### config.mk
export PLATFORM = sky130hd
export DESIGN_NAME = png_stored_deflate_encoder
export DESIGN_NICKNAME = d
export VERILOG_FILES = /design/src/rtl/psde_pkg.sv /design/src/rtl/psde_front.sv /design/src/rtl/psde_fifo.sv /design/src/rtl/psde_back.sv /design/src/rtl/png_stored_deflate_encoder.sv
export VERILOG_INCLUDE_DIRS = /design/src /design/src/rtl
export SDC_FILE = /design/constraint.sdc
export NUM_CORES = 1
export LEC_CHECK = 0
export ABC_AREA = 1
export BUFFER_PORTS_ARGS = -buffer_cell sky130_fd_sc_hd__buf_2
export CAP_MARGIN = 20
export CORE_ASPECT_RATIO = 0.8
export CORE_MARGIN = 2
export CORE_UTILIZATION = 45
export CTS_BUF_LIST = sky130_fd_sc_hd__clkbuf_4 sky130_fd_sc_hd__clkbuf_8 sky130_fd_sc_hd__clkbuf_16
export DETAILED_ROUTE_END_ITERATION = 16
export GPL_ROUTABILITY_DRIVEN = 0
export PLACE_DENSITY = 0.71
export SLEW_MARGIN = 20
export SYNTH_ARGS = -nofsm -noshare
export SYNTH_HDL_FRONTEND = slang
export SYNTH_SLANG_ARGS = --single-unit
export TNS_END_PERCENT = 10
### constraint.sdc
create_clock -name clk -period 6.19 [get_ports clk]
set_input_delay 0.619 -clock clk [delete_from_list [all_inputs] [get_ports clk]]
set_output_delay 0.619 -clock clk [all_outputs]
set_load 0.01 [all_outputs]
### src/rtl/png_stored_deflate_encoder_assert.svh
// Assertion macros for the PNG stored-deflate encoder.
// Needs clk and rst_n in the scope where the macros are used.
`ifndef PNG_STORED_DEFLATE_ENCODER_ASSERT_SVH
`define PNG_STORED_DEFLATE_ENCODER_ASSERT_SVH
`ifndef SYNTH
`define PSDE_ASSERT(label, prop) \
  label: assert property (@(posedge clk) disable iff (!rst_n) prop) else $error("%m: check failed");
`define PSDE_ASSERT_RST(label, prop) \
  label: assert property (@(posedge clk) prop) else $error("%m: check failed");
`else
`define PSDE_ASSERT(label, prop)
`define PSDE_ASSERT_RST(label, prop)
`endif
`endif

### src/rtl/psde_pkg.sv
// Shared types, constants and functions of the PNG stored-deflate encoder.
// No dependencies.
`timescale 1ns / 1ps
package psde_pkg;

  localparam int MAX_WIDTH  = 4096;
  localparam int MAX_HEIGHT = 4096;
  localparam int DIM_W      = 13;
  localparam int ROWB_W     = 15;
  localparam int ROW_W      = 13;
  localparam int TOTAL_W    = 27;
  localparam int BLK_W      = 16;
  localparam int CFG_IDX_W  = 1;
  localparam int Q_DEPTH    = 2;
  localparam int Q_PTR_W    = 1;
  localparam int Q_CNT_W    = 2;

  localparam logic [CFG_IDX_W-1:0] REG_FRAME_WIDTH  = 1'b0;
  localparam logic [CFG_IDX_W-1:0] REG_FRAME_HEIGHT = 1'b1;

  localparam logic [DIM_W-1:0] WIDTH_RESET  = 13'd640;
  localparam logic [DIM_W-1:0] HEIGHT_RESET = 13'd480;

  localparam logic [31:0] CRC_POLY  = 32'hEDB88320;
  localparam logic [31:0] CRC_INIT  = 32'hFFFFFFFF;
  localparam logic [15:0] ADLER_MOD = 16'd65521;
  localparam logic [15:0] BLOCK_MAX = 16'd65535;

  typedef struct packed {
    logic [7:0] data;
    logic       start;
    logic       row_start;
    logic       finish;
  } psde_cmd_t;

  function automatic logic [DIM_W-1:0] eff_width(input logic [DIM_W-1:0] v);
    logic [DIM_W-1:0] r;
    r = v;
    if (v == '0) r = DIM_W'(1);
    else if (v > DIM_W'(MAX_WIDTH)) r = DIM_W'(MAX_WIDTH);
    return r;
  endfunction

  function automatic logic [DIM_W-1:0] eff_height(input logic [DIM_W-1:0] v);
    logic [DIM_W-1:0] r;
    r = v;
    if (v == '0) r = DIM_W'(1);
    else if (v > DIM_W'(MAX_HEIGHT)) r = DIM_W'(MAX_HEIGHT);
    return r;
  endfunction

  function automatic logic [31:0] crc_byte(input logic [31:0] crc, input logic [7:0] b);
    logic [31:0] c;
    c = crc ^ {24'd0, b};
    for (int k = 0; k < 8; k++) begin
      c = (c >> 1) ^ (CRC_POLY & {32{c[0]}});
    end
    return c;
  endfunction

  function automatic logic [7:0] be_byte(input logic [31:0] v, input logic [1:0] k);
    logic [7:0] r;
    case (k)
      2'd0:    r = v[31:24];
      2'd1:    r = v[23:16];
      2'd2:    r = v[15:8];
      default: r = v[7:0];
    endcase
    return r;
  endfunction

  function automatic logic [7:0] signature(input logic [2:0] k);
    logic [7:0] r;
    case (k)
      3'd0:    r = 8'd137;
      3'd1:    r = 8'd80;
      3'd2:    r = 8'd78;
      3'd3:    r = 8'd71;
      3'd4:    r = 8'd13;
      3'd5:    r = 8'd10;
      3'd6:    r = 8'd26;
      default: r = 8'd10;
    endcase
    return r;
  endfunction

endpackage

### src/rtl/psde_front.sv
// Front end: accepts frame bytes and tags each with file, row and end flags.
// Depends on psde_pkg.
`timescale 1ns / 1ps
module psde_front (
  input  logic                      clk,
  input  logic                      rst_n,
  input  logic                      in_valid,
  output logic                      in_ready,
  input  logic [7:0]                in_data_byte,
  input  logic                      cfg_we,
  input  logic [psde_pkg::DIM_W-1:0] eff_w,
  input  logic [psde_pkg::DIM_W-1:0] eff_h,
  input  logic                      q_ready,
  output logic                      q_valid,
  output psde_pkg::psde_cmd_t       q_cmd
);

  logic                          in_file_r, in_file_nxt;
  logic [psde_pkg::ROWB_W-1:0]   rbc_r, rbc_nxt, rbc_cur, row_len;
  logic [psde_pkg::ROW_W-1:0]    row_r, row_nxt, row_cur;
  logic                          row_end, last_row, accept;

  assign in_ready  = q_ready;
  assign q_valid   = in_valid;
  assign accept    = in_valid && q_ready;
  assign row_len   = {eff_w, 2'b00};
  assign rbc_cur   = in_file_r ? rbc_r : '0;
  assign row_cur   = in_file_r ? row_r : '0;
  assign row_end   = (rbc_cur + 1'b1) == row_len;
  assign last_row  = (row_cur + 1'b1) == eff_h;

  assign q_cmd.data      = in_data_byte;
  assign q_cmd.start     = !in_file_r;
  assign q_cmd.row_start = (rbc_cur == '0);
  assign q_cmd.finish    = row_end && last_row;

  always_comb begin
    in_file_nxt = in_file_r;
    rbc_nxt     = rbc_r;
    row_nxt     = row_r;
    if (accept) begin
      in_file_nxt = !(row_end && last_row);
      if (row_end) begin
        rbc_nxt = '0;
        row_nxt = row_cur + 1'b1;
      end else begin
        rbc_nxt = rbc_cur + 1'b1;
        row_nxt = row_cur;
      end
    end
    if (cfg_we) in_file_nxt = 1'b0;
  end

  always_ff @(posedge clk) begin
    if (!rst_n) begin
      in_file_r <= 1'b0;
      rbc_r     <= '0;
      row_r     <= '0;
    end else begin
      in_file_r <= in_file_nxt;
      rbc_r     <= rbc_nxt;
      row_r     <= row_nxt;
    end
  end

endmodule

### src/rtl/psde_fifo.sv
// Short command queue between front and back end.
// Depends on psde_pkg.
`timescale 1ns / 1ps
module psde_fifo (
  input  logic                        clk,
  input  logic                        rst_n,
  input  logic                        wr_valid,
  output logic                        wr_ready,
  input  psde_pkg::psde_cmd_t         wr_cmd,
  output logic                        rd_valid,
  input  logic                        rd_pop,
  output psde_pkg::psde_cmd_t         rd_cmd,
  output logic [psde_pkg::Q_CNT_W-1:0] count
);

  psde_pkg::psde_cmd_t                mem_r [psde_pkg::Q_DEPTH];
  logic [psde_pkg::Q_PTR_W-1:0]       wp_r, rp_r;
  logic [psde_pkg::Q_CNT_W-1:0]       cnt_r, cnt_nxt;
  logic                               push, pop;

  assign wr_ready = cnt_r != psde_pkg::Q_CNT_W'(psde_pkg::Q_DEPTH);
  assign rd_valid = cnt_r != '0;
  assign rd_cmd   = mem_r[rp_r];
  assign count    = cnt_r;
  assign push     = wr_valid && wr_ready;
  assign pop      = rd_pop && rd_valid;

  always_comb begin
    cnt_nxt = cnt_r;
    if (push && !pop) cnt_nxt = cnt_r + 1'b1;
    else if (pop && !push) cnt_nxt = cnt_r - 1'b1;
  end

  always_ff @(posedge clk) begin
    if (push) mem_r[wp_r] <= wr_cmd;
  end

  always_ff @(posedge clk) begin
    if (!rst_n) begin
      wp_r  <= '0;
      rp_r  <= '0;
      cnt_r <= '0;
    end else begin
      if (push) wp_r <= wp_r + 1'b1;
      if (pop) rp_r <= rp_r + 1'b1;
      cnt_r <= cnt_nxt;
    end
  end

endmodule

### src/rtl/psde_back.sv
// Back end: byte sequencer that writes headers, stored blocks and trailers,
// with running CRC-32 and Adler-32. Depends on psde_pkg.
`timescale 1ns / 1ps
module psde_back (
  input  logic                       clk,
  input  logic                       rst_n,
  input  logic [psde_pkg::DIM_W-1:0] eff_w,
  input  logic [psde_pkg::DIM_W-1:0] eff_h,
  input  logic                       q_valid,
  output logic                       q_pop,
  input  psde_pkg::psde_cmd_t        q_cmd,
  output logic                       out_valid,
  input  logic                       out_ready,
  output logic [7:0]                 out_byte,
  output logic                       out_last_of_run,
  output logic                       out_file_end
);

  localparam logic [2:0] ST_IDLE = 3'd0;
  localparam logic [2:0] ST_HDR  = 3'd1;
  localparam logic [2:0] ST_BHDR = 3'd2;
  localparam logic [2:0] ST_PAY  = 3'd3;
  localparam logic [2:0] ST_TAIL = 3'd4;

  localparam logic [5:0] HDR_LAST  = 6'd42;
  localparam logic [5:0] TAIL_LAST = 6'd19;
  localparam logic [5:0] BHDR_LAST = 6'd4;

  logic [2:0]                    state_r, state_nxt;
  logic [5:0]                    idx_r, idx_nxt;
  psde_pkg::psde_cmd_t           cmd_r;
  logic                          filt_r, filt_nxt;
  logic [31:0]                   crc_r, crc_nxt;
  logic [15:0]                   alo_r, alo_nxt, ahi_r, ahi_nxt;
  logic [psde_pkg::BLK_W-1:0]    brem_r, brem_nxt;
  logic [psde_pkg::TOTAL_W-1:0]  fleft_r, fleft_nxt;
  logic [psde_pkg::TOTAL_W-1:0]  total_r;
  logic [12:0]                   nb_r;
  logic [31:0]                   idat_len_r;
  logic                          ov_r;
  logic [7:0]                    ob_r;
  logic                          ol_r, oe_r;

  logic                          adv, emit, crc_en, crc_rst, last, fend;
  logic [7:0]                    byte_v;
  logic [15:0]                   blk_n;
  logic [16:0]                   lo_s, hi_s;
  logic [15:0]                   lo_n, hi_n;
  logic [27:0]                   nb_x;
  logic [16:0]                   nb_r17;
  logic [28:0]                   prod;

  assign adv = !ov_r || out_ready;
  assign q_pop = (state_r == ST_IDLE);

  // size of the next stored block
  assign blk_n = (fleft_r < psde_pkg::TOTAL_W'(psde_pkg::BLOCK_MAX)) ?
                 fleft_r[15:0] : psde_pkg::BLOCK_MAX;

  // frame size terms, refreshed every cycle from the dimensions
  assign prod   = 29'({{eff_w, 2'b00} + 15'd1} * {2'b00, eff_h});
  assign nb_x   = 28'(total_r) + 28'(psde_pkg::BLOCK_MAX - 16'd1);
  assign nb_r17 = 17'(nb_x[15:0]) + 17'(nb_x[27:16]);

  always_ff @(posedge clk) begin
    total_r    <= prod[psde_pkg::TOTAL_W-1:0];
    nb_r       <= 13'(nb_x[27:16]) + 13'(nb_r17 >= 17'(psde_pkg::BLOCK_MAX));
    idat_len_r <= 32'd6 + 32'({nb_r, 2'b00}) + 32'(nb_r) + 32'(total_r);
  end

  // Adler-32 update for the current payload byte
  assign lo_s = 17'(alo_r) + 17'(byte_v);
  assign lo_n = (lo_s >= 17'(psde_pkg::ADLER_MOD)) ?
                16'(lo_s - 17'(psde_pkg::ADLER_MOD)) : lo_s[15:0];
  assign hi_s = 17'(ahi_r) + 17'(lo_n);
  assign hi_n = (hi_s >= 17'(psde_pkg::ADLER_MOD)) ?
                16'(hi_s - 17'(psde_pkg::ADLER_MOD)) : hi_s[15:0];

  always_comb begin
    byte_v  = '0;
    emit    = 1'b0;
    crc_en  = 1'b0;
    crc_rst = 1'b0;
    last    = 1'b0;
    fend    = 1'b0;
    unique case (state_r)
      ST_IDLE: ;
      ST_HDR: begin
        emit = 1'b1;
        if (idx_r < 6'd8) byte_v = psde_pkg::signature(idx_r[2:0]);
        else if (idx_r < 6'd12) byte_v = psde_pkg::be_byte(32'd13, idx_r[1:0]);
        else if (idx_r < 6'd16) begin
          crc_en = 1'b1;
          crc_rst = (idx_r == 6'd12);
          case (idx_r[1:0])
            2'd0:    byte_v = "I";
            2'd1:    byte_v = "H";
            2'd2:    byte_v = "D";
            default: byte_v = "R";
          endcase
        end else if (idx_r < 6'd20) begin
          crc_en = 1'b1;
          byte_v = psde_pkg::be_byte(32'(eff_w), idx_r[1:0]);
        end else if (idx_r < 6'd24) begin
          crc_en = 1'b1;
          byte_v = psde_pkg::be_byte(32'(eff_h), idx_r[1:0]);
        end else if (idx_r < 6'd29) begin
          crc_en = 1'b1;
          byte_v = (idx_r == 6'd24) ? 8'd8 : (idx_r == 6'd25) ? 8'd6 : 8'd0;
        end else if (idx_r < 6'd33) begin
          byte_v = psde_pkg::be_byte(~crc_r, 2'(idx_r - 6'd29));
        end else if (idx_r < 6'd37) begin
          byte_v = psde_pkg::be_byte(idat_len_r, 2'(idx_r - 6'd33));
        end else begin
          crc_en = 1'b1;
          crc_rst = (idx_r == 6'd37);
          case (idx_r)
            6'd37:   byte_v = "I";
            6'd38:   byte_v = "D";
            6'd39:   byte_v = "A";
            6'd40:   byte_v = "T";
            6'd41:   byte_v = 8'h78;
            default: byte_v = 8'h01;
          endcase
        end
      end
      ST_BHDR: begin
        emit = 1'b1;
        crc_en = 1'b1;
        case (idx_r[2:0])
          3'd0:    byte_v = {7'd0, 27'(blk_n) == fleft_r};
          3'd1:    byte_v = blk_n[7:0];
          3'd2:    byte_v = blk_n[15:8];
          3'd3:    byte_v = ~blk_n[7:0];
          default: byte_v = ~blk_n[15:8];
        endcase
      end
      ST_PAY: begin
        emit = 1'b1;
        crc_en = 1'b1;
        byte_v = filt_r ? 8'd0 : cmd_r.data;
        last = !filt_r && !cmd_r.finish;
      end
      ST_TAIL: begin
        emit = 1'b1;
        if (idx_r < 6'd4) begin
          crc_en = 1'b1;
          byte_v = psde_pkg::be_byte({ahi_r, alo_r}, idx_r[1:0]);
        end else if (idx_r < 6'd8) begin
          byte_v = psde_pkg::be_byte(~crc_r, idx_r[1:0]);
        end else if (idx_r < 6'd12) begin
          byte_v = 8'd0;
        end else if (idx_r < 6'd16) begin
          crc_en = 1'b1;
          crc_rst = (idx_r == 6'd12);
          case (idx_r[1:0])
            2'd0:    byte_v = "I";
            2'd1:    byte_v = "E";
            2'd2:    byte_v = "N";
            default: byte_v = "D";
          endcase
        end else begin
          byte_v = psde_pkg::be_byte(~crc_r, idx_r[1:0]);
          last = (idx_r == TAIL_LAST);
          fend = (idx_r == TAIL_LAST);
        end
      end
      default: ;
    endcase
  end

  always_comb begin
    state_nxt = state_r;
    idx_nxt   = idx_r;
    filt_nxt  = filt_r;
    crc_nxt   = crc_r;
    alo_nxt   = alo_r;
    ahi_nxt   = ahi_r;
    brem_nxt  = brem_r;
    fleft_nxt = fleft_r;
    if (state_r == ST_IDLE) begin
      // take the next command and pick where it starts
      if (q_valid) begin
        filt_nxt = q_cmd.row_start;
        idx_nxt  = '0;
        if (q_cmd.start) state_nxt = ST_HDR;
        else if (brem_r == '0) state_nxt = ST_BHDR;
        else state_nxt = ST_PAY;
      end
    end else if (adv && emit) begin
      if (crc_en) crc_nxt = psde_pkg::crc_byte(crc_rst ? psde_pkg::CRC_INIT : crc_r, byte_v);
      idx_nxt = idx_r + 1'b1;
      unique case (state_r)
        ST_HDR: begin
          if (idx_r == HDR_LAST) begin
            fleft_nxt = total_r;
            brem_nxt  = '0;
            alo_nxt   = 16'd1;
            ahi_nxt   = 16'd0;
            idx_nxt   = '0;
            state_nxt = ST_BHDR;
          end
        end
        ST_BHDR: begin
          if (idx_r == BHDR_LAST) begin
            brem_nxt  = blk_n;
            state_nxt = ST_PAY;
          end
        end
        ST_PAY: begin
          alo_nxt   = lo_n;
          ahi_nxt   = hi_n;
          brem_nxt  = brem_r - 1'b1;
          fleft_nxt = fleft_r - 1'b1;
          idx_nxt   = '0;
          if (filt_r) begin
            filt_nxt  = 1'b0;
            state_nxt = (brem_r == 16'd1) ? ST_BHDR : ST_PAY;
          end else begin
            state_nxt = cmd_r.finish ? ST_TAIL : ST_IDLE;
          end
        end
        ST_TAIL: begin
          if (idx_r == TAIL_LAST) state_nxt = ST_IDLE;
        end
        default: ;
      endcase
    end
  end

  always_ff @(posedge clk) begin
    if (state_r == ST_IDLE && q_valid) cmd_r <= q_cmd;
    if (adv) begin
      ob_r <= byte_v;
      ol_r <= last;
      oe_r <= fend;
    end
    idx_r   <= idx_nxt;
    filt_r  <= filt_nxt;
    alo_r   <= alo_nxt;
    ahi_r   <= ahi_nxt;
    fleft_r <= fleft_nxt;
  end

  always_ff @(posedge clk) begin
    if (!rst_n) begin
      state_r <= ST_IDLE;
      ov_r    <= 1'b0;
      crc_r   <= psde_pkg::CRC_INIT;
      brem_r  <= '0;
    end else begin
      state_r <= state_nxt;
      if (adv) ov_r <= emit;
      crc_r   <= crc_nxt;
      brem_r  <= brem_nxt;
    end
  end

  assign out_valid       = ov_r;
  assign out_byte        = ob_r;
  assign out_last_of_run = ol_r;
  assign out_file_end    = oe_r;

endmodule

### src/rtl/png_stored_deflate_encoder.sv
// Top level of the PNG encoder with stored deflate blocks.
// Depends on psde_pkg, psde_front, psde_fifo, psde_back and the assertion header.
//
// Feed an RGBA frame one byte per item, row-major, R G B A order; the block
// writes a complete 8-bit RGBA PNG file one byte per result item: signature,
// IHDR, one IDAT with a zlib stream of stored blocks (up to 65535 bytes each,
// filter byte 0 before every row, Adler-32 at the end), and IEND. The first
// byte of a frame also produces the 43 header bytes plus the first block
// header and filter byte; the last byte is followed by the 20-byte trailer,
// flagged with file_end on its last byte. last_of_run marks the final result
// of each input item. frame_width and frame_height (index 0 and 1) take 1 to
// 4096; 0 reads as 1 and larger values as 4096. Writing either register
// drops any file in progress, so the next byte starts a new file. Write them
// only while the encoder is idle. Throughput is set by the back-end byte
// sequencer, which emits one output byte per cycle while out_ready is high
// and has a dispatch state per item: a plain pixel byte is dispatched
// and sent, after the filter byte at a row start and after a block header
// where one falls; the first byte of a frame runs dispatch, 43 header
// bytes, block header, filter byte, the byte itself, and the last adds
// the trailer. A two-entry queue lets input run while the sequencer drains.
`timescale 1ns / 1ps
`include "png_stored_deflate_encoder_assert.svh"
module png_stored_deflate_encoder (
  input  logic                           clk,
  input  logic                           rst_n,
  input  logic                           in_valid,
  output logic                           in_ready,
  input  logic [7:0]                     in_data_byte,
  output logic                           out_valid,
  input  logic                           out_ready,
  output logic [7:0]                     out_byte,
  output logic                           out_last_of_run,
  output logic                           out_file_end,
  input  logic                           cfg_we,
  input  logic [psde_pkg::CFG_IDX_W-1:0] cfg_index,
  input  logic [psde_pkg::DIM_W-1:0]     cfg_data
);

  logic [psde_pkg::DIM_W-1:0]   width_r, height_r;
  logic [psde_pkg::DIM_W-1:0]   eff_w, eff_h;
  logic                         fq_valid, fq_ready, bq_valid, bq_pop;
  psde_pkg::psde_cmd_t          fq_cmd, bq_cmd;
  logic [psde_pkg::Q_CNT_W-1:0] q_count;

  // hold the frame size registers
  always_ff @(posedge clk) begin
    if (!rst_n) begin
      width_r  <= psde_pkg::WIDTH_RESET;
      height_r <= psde_pkg::HEIGHT_RESET;
    end else if (cfg_we) begin
      unique case (cfg_index)
        psde_pkg::REG_FRAME_WIDTH:  width_r  <= cfg_data;
        psde_pkg::REG_FRAME_HEIGHT: height_r <= cfg_data;
        default: ;
      endcase
    end
  end

  // clamp to the supported range; IHDR carries the clamped values
  assign eff_w = psde_pkg::eff_width(width_r);
  assign eff_h = psde_pkg::eff_height(height_r);

  psde_front u_front (
    .clk          (clk),
    .rst_n        (rst_n),
    .in_valid     (in_valid),
    .in_ready     (in_ready),
    .in_data_byte (in_data_byte),
    .cfg_we       (cfg_we),
    .eff_w        (eff_w),
    .eff_h        (eff_h),
    .q_ready      (fq_ready),
    .q_valid      (fq_valid),
    .q_cmd        (fq_cmd)
  );

  psde_fifo u_fifo (
    .clk      (clk),
    .rst_n    (rst_n),
    .wr_valid (fq_valid),
    .wr_ready (fq_ready),
    .wr_cmd   (fq_cmd),
    .rd_valid (bq_valid),
    .rd_pop   (bq_pop),
    .rd_cmd   (bq_cmd),
    .count    (q_count)
  );

  psde_back u_back (
    .clk             (clk),
    .rst_n           (rst_n),
    .eff_w           (eff_w),
    .eff_h           (eff_h),
    .q_valid         (bq_valid),
    .q_pop           (bq_pop),
    .q_cmd           (bq_cmd),
    .out_valid       (out_valid),
    .out_ready       (out_ready),
    .out_byte        (out_byte),
    .out_last_of_run (out_last_of_run),
    .out_file_end    (out_file_end)
  );

  `PSDE_ASSERT(a_end_is_last, out_valid && out_file_end |-> out_last_of_run)
  `PSDE_ASSERT(a_queue_bound, q_count <= psde_pkg::Q_CNT_W'(psde_pkg::Q_DEPTH))
  `PSDE_ASSERT(a_full_stalls, q_count == psde_pkg::Q_CNT_W'(psde_pkg::Q_DEPTH) |-> !in_ready)
  `PSDE_ASSERT_RST(a_reset_quiet, !rst_n |=> !out_valid)

endmodule

==> impl_results.md <==
* Outcome: finished with violations
* Failing checks: negative setup slack
* Hold worst-path end: u_fifo.mem_r[0][10]$_DFFE_PP_
* Synth-to-layout area growth at 27.4%
* Number of enable-type register cells in the synthesized netlist at 107
* Total Nets Final at 4472
* Share of the yosys chip area belonging to registers at 25.9%
* Clock sink count at 287
* Critical Path Slowest Stage Cell: edfxtp_1
* Synthesized area divided by synthesized cell count at 7.27 um2
* Area of the core at 57900 um2
* Remaining global-route overflow at 0
* Post-Route Skew at 31.7 ps
* Netlist Area Pre-Place at 26300 um2
* Crit-path max FO at 7
* Initial antenna violation count at 1
* Type of element capturing the critical path: register
* DR pass1 iterations at 6
* Worst Min Path Start: in_data_byte[7]
* Cell family with the largest share of critical-path delay: simple AND/OR/NAND/NOR gates
* Total number of placement rows at 79
* Top-level port count at 39
* Logic depth of the worst register-to-register path at 47
* Hold Crit Depth at 1
* Number of standard cells after synthesis at 3617
* Antenna Diode Count at 0
* Synth warn at 0
* Relative max-transition margin at 29.0%
* Crit path buffers/inverters at 10
* Fraction of post-synthesis cell area in the top cell type by area at 13.7%
* Worst path required time at 6610 ps
* Number of global-route vias before repair at 24700
* Buffers from clock root to sink, at most at 3
* Pin count of the biggest net entering global routing at 64
* HPWL after detailed placement at 67.2 mm
* Master cell of the clock root buffer: clkbuf_16
* Final critical-path share of the clock period at 116%
* Fmax achieved at 139 MHz
* Setup repair after global routing missed its margin: true
* Register-to-Register Setup Slack at -980 ps
* Post-Syn Nets at 3943
* Detail Route Antenna Nets at 0
* Most used flip-flop cell after synthesis: dfxtp_1
* Largest stage delay, worst path at 470 ps
* Largest voltage drop on the vdd net at 0.470 mV
* Slew at the pin closest to its max-slew limit at 1070 ps
* Hold Vio Cnt, Final at 0
* Height of the chip at 220 um
* Share of cells above drive strength 1 at 23.5%
* Port bufs at 38
* Overall via count from detail_route at 26700
* Most repeated cell in the gate-level netlist after synthesis: nand2_1
* Leakage at 16.1 nW
* Post-synthesis register bit count at 287
* Ratio of total power to cell area at 516 nW/um2
* Worst hold margin at 238 ps
* Fraction of registers with async set or reset after synthesis at 0%
* Clock tree from TritonCTS: built
* Cell type contributing the most total cell area after synthesis: dfxtp_1
* DIE WIDTH at 274 um
* Dominant cells by area after synthesis: dfxtp_1, edfxtp_1, nand2_1
* Hold/Removal Path Class: primary input to register
* Avg Vias per Cell at 5.40
* Reg-to-reg critical path endpoint: u_back.ahi_r[10]$_SDFFCE_PN0P_
* Setup WS pre-CTS at -1100 ps
* Unique masters post-synth at 70
* Synth top cells by count: nand2_1, inv_1, nor2_1, a21oi_1, nand3_1
* Worst-Skew Late Latency at 580 ps
* Cell mode on critical path: nand2_1
* CTS H-tree depth at 2
* Global-route wire length before repair at 134 mm
* Data arrival time of the critical path at 7600 ps
* Period minus WS final at 7170 ps
* Wirelength, routed at 87.0 mm
* Avg WL per Cell at 17.6 um
* Final total negative setup slack at -15180 ps
* Detailed Route Iter0 Violations at 3009
* Final number of max-transition violations at 0
* Initial cell density of the core at 45.4%
* Max Cap Viol at 0
* Critical Path Start Type: register
* Critical register-to-register path startpoint: u_back.idx_r[1]$_SDFFCE_PP0P_
* Area of the die at 60400 um2
* TritonCTS buffer count at 34
* DR DRC count at 0
* Setup slack of the critical path after layout at -983 ps
* Overall Power at 17.3 mW
* Startpoint-to-endpoint class of the critical path: register to register
* Finish-stage setup viols at 16
* Overall routing resource usage at 28.1%
* Clock-pin slew of the registers on the worst-case setup and hold paths at 60 ps
==> how the worst max path moves through the flow <==
stage	startpoint	to	cells after the start
CTS	u_back.idx_r[0]$_SDFFCE_PP0P_	u_back.ahi_r[5]$_SDFFCE_PN0P_	53
detailed placement	u_back.idx_r[0]$_SDFFCE_PP0P_	u_back.ahi_r[13]$_SDFFCE_PN0P_	44
finish	u_back.idx_r[1]$_SDFFCE_PP0P_	u_back.ahi_r[10]$_SDFFCE_PN0P_	47
global placement	u_back.idx_r[0]$_SDFFCE_PP0P_	u_back.ahi_r[13]$_SDFFCE_PN0P_	44
global route	u_back.idx_r[0]$_SDFFCE_PP0P_	u_back.ahi_r[10]$_SDFFCE_PN0P_	54
floorplan	u_back.idx_r[0]$_SDFFCE_PP0P_	u_back.ahi_r[2]$_SDFFCE_PN0P_	59
==> kinds of logic (layout without fill, tap and decap cells) <==
family                   after synthesis  after routing  synth area share (%)
AO/OA/AOI/OAI                        566            566                  12.3
buffers and inverters                674           1228                  9.94
AND/OR/NAND/NOR                     1577           1578                  26.1
other                                  1              1                0.0143
adder cells (fa/ha/maj)              299            299                  18.4
XOR/XNOR                             213            213                  7.40
flip-flops                           287            287                  25.9
==> power by group <==
group,switching [mW],internal (mW)
registers,0.455,2.51
logic,7.12,5.17
clock network,0.877,1.16
==> state kept, by name, summed over array words and instances, names as in the netlist, 16 cells and up, named ones only <==
signal / flops
u_back.ahi_r: 16
u_back.brem_r: 16
u_back.idat_len_r: 28
u_back.fleft_r: 27
u_back.alo_r: 16
u_back.total_r: 27
u_fifo.mem_r: 22
u_back.crc_r: 32
==> layout make-up <==
cell class,instances,area [um2]
clock buffers,50,1010
clock inverters,12,103
fillers,5103,24400
inverters,573,2170
multi-input cells,2657,17800
flip-flops and latches,287,6820
well taps,769,962
repair buffers,593,4580
==> routing by layer <==
metal	track usage [%]	vias up	routed length (um)
li1	-	12700	-
met1	41.1	12400	38200
met2	41.3	1400	36400
met3	7.40	130	10500
met4	6.39	4	1770
met5	1.28	-	121
==> placed cells by master, fill, tap and decap left out, drive strengths merged, types with 16 or more instances in the layout <==
cell	instances
a21oi	222
a31oi	34
buf	591
clkbuf	52
clkinv	16
dfxtp	180
edfxtp	107
fa	145
ha	154
inv	566
nand2	852
nand3	198
nand4	41
nor2	384
nor3	55
o211ai	33
o21ai	186
o22ai	20
or2	22
xnor2	46
xor2	167
==> per-stage QoR <==
step	instance area, um2	utilization [%]	cells
2_1_floorplan	26500	-	3617
3_3_place_gp	31200	53.9	4840
3_5_place_dp	31200	53.9	4840
4_1_cts	32600	56.4	4918
5_1_grt	33500	57.8	4941
6_report	33500	57.8	4941
==> timing repair <==
| action | 4_1_cts | 5_1_grt |
|---|---|---|
| buffers inserted | 16 | 20 |
| endpoints found under the setup margin | 22 | 32 |
| resized for setup | 54 | 147 |
| pin swaps | 18 | 40 |
| cloned | 0 | 3 |
| hold buffers | 0 | 0 |
Power figures use the tool's default switching activity.
